**src/rtl/htq_ram.sv**
```systemverilog
`timescale 1ns / 1ps
`default_nettype none
// ----------------------------------------------------------------------------
// htq_ram
// Generic single-port-write, single-read RAM with registered read data.
// ----------------------------------------------------------------------------
module htq_ram #(
   parameter int WIDTH = 64,
   parameter int DEPTH = 32
) (
   input  wire logic                     clock,
   input  wire logic                     wr_en,
   input  wire logic [$clog2(DEPTH)-1:0] wr_addr,
   input  wire logic [WIDTH-1:0]         wr_data,
   input  wire logic [$clog2(DEPTH)-1:0] rd_addr,
   output      logic [WIDTH-1:0]         rd_data
);
   logic [WIDTH-1:0] mem_ff [DEPTH];

   always_ff @(posedge clock) begin
      if (wr_en) begin
         mem_ff[wr_addr] <= wr_data;
      end
      rd_data <= mem_ff[rd_addr];
   end
endmodule
`default_nettype wire

```
**config.mk**
```make
export PLATFORM = sky130hd
export DESIGN_NAME = htq_ram
export DESIGN_NICKNAME = d
export VERILOG_FILES = /design/src/rtl/htq_ram.sv
export SDC_FILE = /design/constraint.sdc
export NUM_CORES = 2
export LEC_CHECK = 0
export ABC_AREA = 0
export BUFFER_PORTS_ARGS = -buffer_cell sky130_fd_sc_hd__buf_2
export CAP_MARGIN = 5
export CORE_ASPECT_RATIO = 2
export CORE_MARGIN = 1.5
export CORE_UTILIZATION = 55
export CTS_BUF_LIST = sky130_fd_sc_hd__clkbuf_8
export CTS_CLUSTER_DIAMETER = 50
export DETAILED_ROUTE_END_ITERATION = 8
export GPL_ROUTABILITY_DRIVEN = 0
export PLACE_DENSITY = 0.71
export SYNTH_ARGS = -nofsm -noshare
export SYNTH_HDL_FRONTEND = slang
export SYNTH_SLANG_ARGS = --single-unit
export TNS_END_PERCENT = 30
```
**constraint.sdc**
```tcl
create_clock -name clock -period 4.5 [get_ports clock]
set_input_delay 0.9 -clock clock [delete_from_list [all_inputs] [get_ports clock]]
set_output_delay 0.9 -clock clock [all_outputs]
set_load 0.1 [all_outputs]
```
; Word-level counts from Yosys, hierarchy flattened
; Memories as Yosys holds them, arrays and structs flattened. A register that Yosys moved wholly into a read port is not among the register bits.
; Index checks and enable logic that the tools add are counted.
; Widths: inputs -> output; s select.
[totals]
ff_bits = 0
ram_bits = 2048
elab_cells = 3
mem_count = 1
[mem_list]
columns = memory, depth, word_bits, rd, rd_clocked_by_memory_dff, write_ports, line
row1 = mem_ff, 32, 64, 1, 1, 1, 18  ; logic [WIDTH-1:0] mem_ff [DEPTH];
[op_classes]
mux = 2
[ops]
columns = op, n
row1 = $mux 1, 2

; Logic depth before layout (Yosys ltp)
[depth]
word_depth = 2
depth_mapped = 9
mapped_depth_nobuf = 4

; Worst setup path after synthesis
; OpenSTA, ideal clock, no wires.
[synth_timing]
kind = input -> register
from = input port wr_addr[1]
to = memory mem_ff[12][0] (enable)
setup_time_ns = 0.486
arrival_ns = 4.236
required_ns = 4.014
path_slack_ns = -0.222
path_stages = 3
n_path_buf = 1
path_cell_list = or3b_2 clkbuf_1 nor2_1
[synth_lines]
columns = item, line
row1 = "start, declared", 13  ; input wire logic [$clog2(DEPTH)-1:0] wr_addr,
row2 = "end, declared", 18
; No word-level cell before the write port.

; Worst setup path after layout
[layout_timing]
from = register rd_data[37] (read register of mem_ff)
to = output port rd_data[37]
[layout_lines]
columns = item, line
row1 = "start, declared", 16  ; output logic [WIDTH-1:0] rd_data
; No word-level cell between the ends.

==> run summary <==
crit-path cells = buf_2
Total GRT Usage = 26.57%
Pwr Density = 433.5 nW/um2
depth of the CTS H-tree = 5
DR DRC count = 0
Clock Path Buffers = 4
Num CTS Buffers = 284
mapped cell area = 78,960 um2
area leader, netlist = edfxtp_1
Chip Width = 270.9 um
P_leak = 27.86 nW
worst-path maximum fanout = 1
Final Hold Vio Count = 0
row cnt = 196
Synth Warn # = 0
startpoint class of the critical path = register
Seq. cell area = 62,780 um2
Post-synth top flop = edfxtp_1
WL final = 190,900 um
CTS root buf = clkbuf_8
clock latency on the worst-skew pair = 900 ps
core region area = 142,500 um2
syn_nets = 3,173
CTS Hold Buffers Added = 0
initial antenna violation count = 26
area grow syn2layout = 11.96%
Tightest Pin Transition = 1027 ps
Worst Path Required = 3600 ps
final hold slack = 472.4 ps
skew final = 36.82 ps
Util after Layout = 62.05%
initial core utilization = 55.42%
vias in the first global route = 38.16k
Total Power = 38.33 mW
status = complete, no violations
Routed WL per cell = 34.14 um
Area contributors post-synth = edfxtp_1, mux4_2, dfxtp_1, mux2_2, mux2i_1
Arrival @ worst endpoint = 1860 ps
crit path time final = 2762 ps
Critical Path Max Stage Delay = 490 ps
synth unique cells = 31
commonest cells in the netlist = edfxtp_1, mux4_2, mux2_2, buf_2, dfxtp_1
Buf/Inv on CP = 1
Synth top area share = 77.88%
Max Fclk = 362.0 MHz
endpoint class of the critical path = output port
fill cell count = 9,229
global route overflow = 0
largest net degree at the start of global routing = 96
critical path class = reg2out
most frequent cell after synthesis = edfxtp_1
Post-synth EDFFs = 2,048
fin. max-slew vios = 0
Multi-input gate area = 15,680 um2
Max transition margin = 31.53%
Async SR Flop Fraction = 0%
Antenna Nets Post-Route = 0
drt initial violations = 4,791
Yosys reg bits = 2,112
first-pass GRT wire length = 272,700 um
layout cell share with drive strength beyond 1 = 36.17%
R2R Setup Slk = 2650 ps
CTS sink count = 2,112
Setup Buffers After CTS = 0
via/cell ratio = 6.458
Syn Area/Cell = 25.50 um2
via count = 36.10k
DIE AREA = 146,000 um2
DR pass1 iterations = 5
Layout Nets = 3,556
PostCTS Resize Cnt = 0
peak supply drop = 0.2434 mV
setup violators final = 0
Reg clk slew, reported paths = 70 ps
Syn Inst Count = 3,097
I/O Buffers = 139
RSZ-0062 raised after global routing = no
delay-heaviest family, CP = buffers and inverters
CTS tree = yes
MaxCap Viol Count = 0
Seq/Total Area, Yosys = 79.50%
dpl hpwl = 96,930 um
I/O Pins = 140
die height = 538.9 um
period utilization = 61.38%
Crit-path slowest cell = buf_2
worst hold path class = in2reg
-- sequential cells by signal (all words and copies together), names as in the netlist --
name	count
mem_ff	2048
rd_data	64
-- worst paths after layout --
kind	cells past startpoint	from	end
worst max-delay path	1	rd_data[37]	rd_data[37]
worst min-delay path	1	wr_data[17]	mem_ff[22][17]
worst max register to register	4	mem_ff[15][25]	rd_data[25]
worst min register to register	4	mem_ff[20][36]	rd_data[36]
-- power by group --
part           switching (mW)  total [mW]  internal, mW
clock                    6.95        13.9          6.97
sequential              0.115        22.0          21.9
combinational            1.59        2.43         0.839
total                    8.66        38.3          29.7
-- cell families after synthesis --
kind of cell	share of synthesized area [%]
compound gates	0.4659
simple gates	0.3787
flops	79.50
buf+inv	0.9444
mux	18.71
-- stage by stage --
stage	cells	instance area (um2)	TNS [ps]	setup WS, ps
2_1_floorplan	3097	78960	-131040	-222.2
3_3_place_gp	5075	83000	0	1107
3_5_place_dp	5075	83000	0	1030
4_1_cts	5577	88380	0	1651
5_1_grt	5584	88400	0	1706
6_report	5590	88410	0	1738
-- cell type report --
cell class	instances	area share (%)
diodes	13	0.03680
clock buffers	315	4.904
clock inverters	187	1.182
inverters	1	0.004246
multi-input cells	828	17.73
flip-flops and latches	2112	71.01
well taps	1881	2.662
repair buffers	253	2.468
-- per-layer routing --
| metal | part of all wire, % | global-route usage (%) |
|---|---|---|
| met1 | 35 | 34.50 |
| met2 | 53 | 46.02 |
| met3 | 8.5 | 4.163 |
| met4 | 3.3 | 8.960 |
| met5 | 0.069 | 0 |
-- cell usage in the layout (no fill, tap or decap), types with 10 or more instances in the layout --
cell type	instances
buf_12	47
edfxtp_1	2048
nor2_4	32
diode_2	13
o22ai_1	10
clkinv_2	33
buf_2	134
clkinvlp_4	14
buf_4	67
inv_1	80
clkbuf_8	315
mux2i_1	38
clkinv_1	49
dfxtp_1	64
mux4_2	602
a221oi_1	12
mux2_2	74
Power figures use the tool's default switching activity.
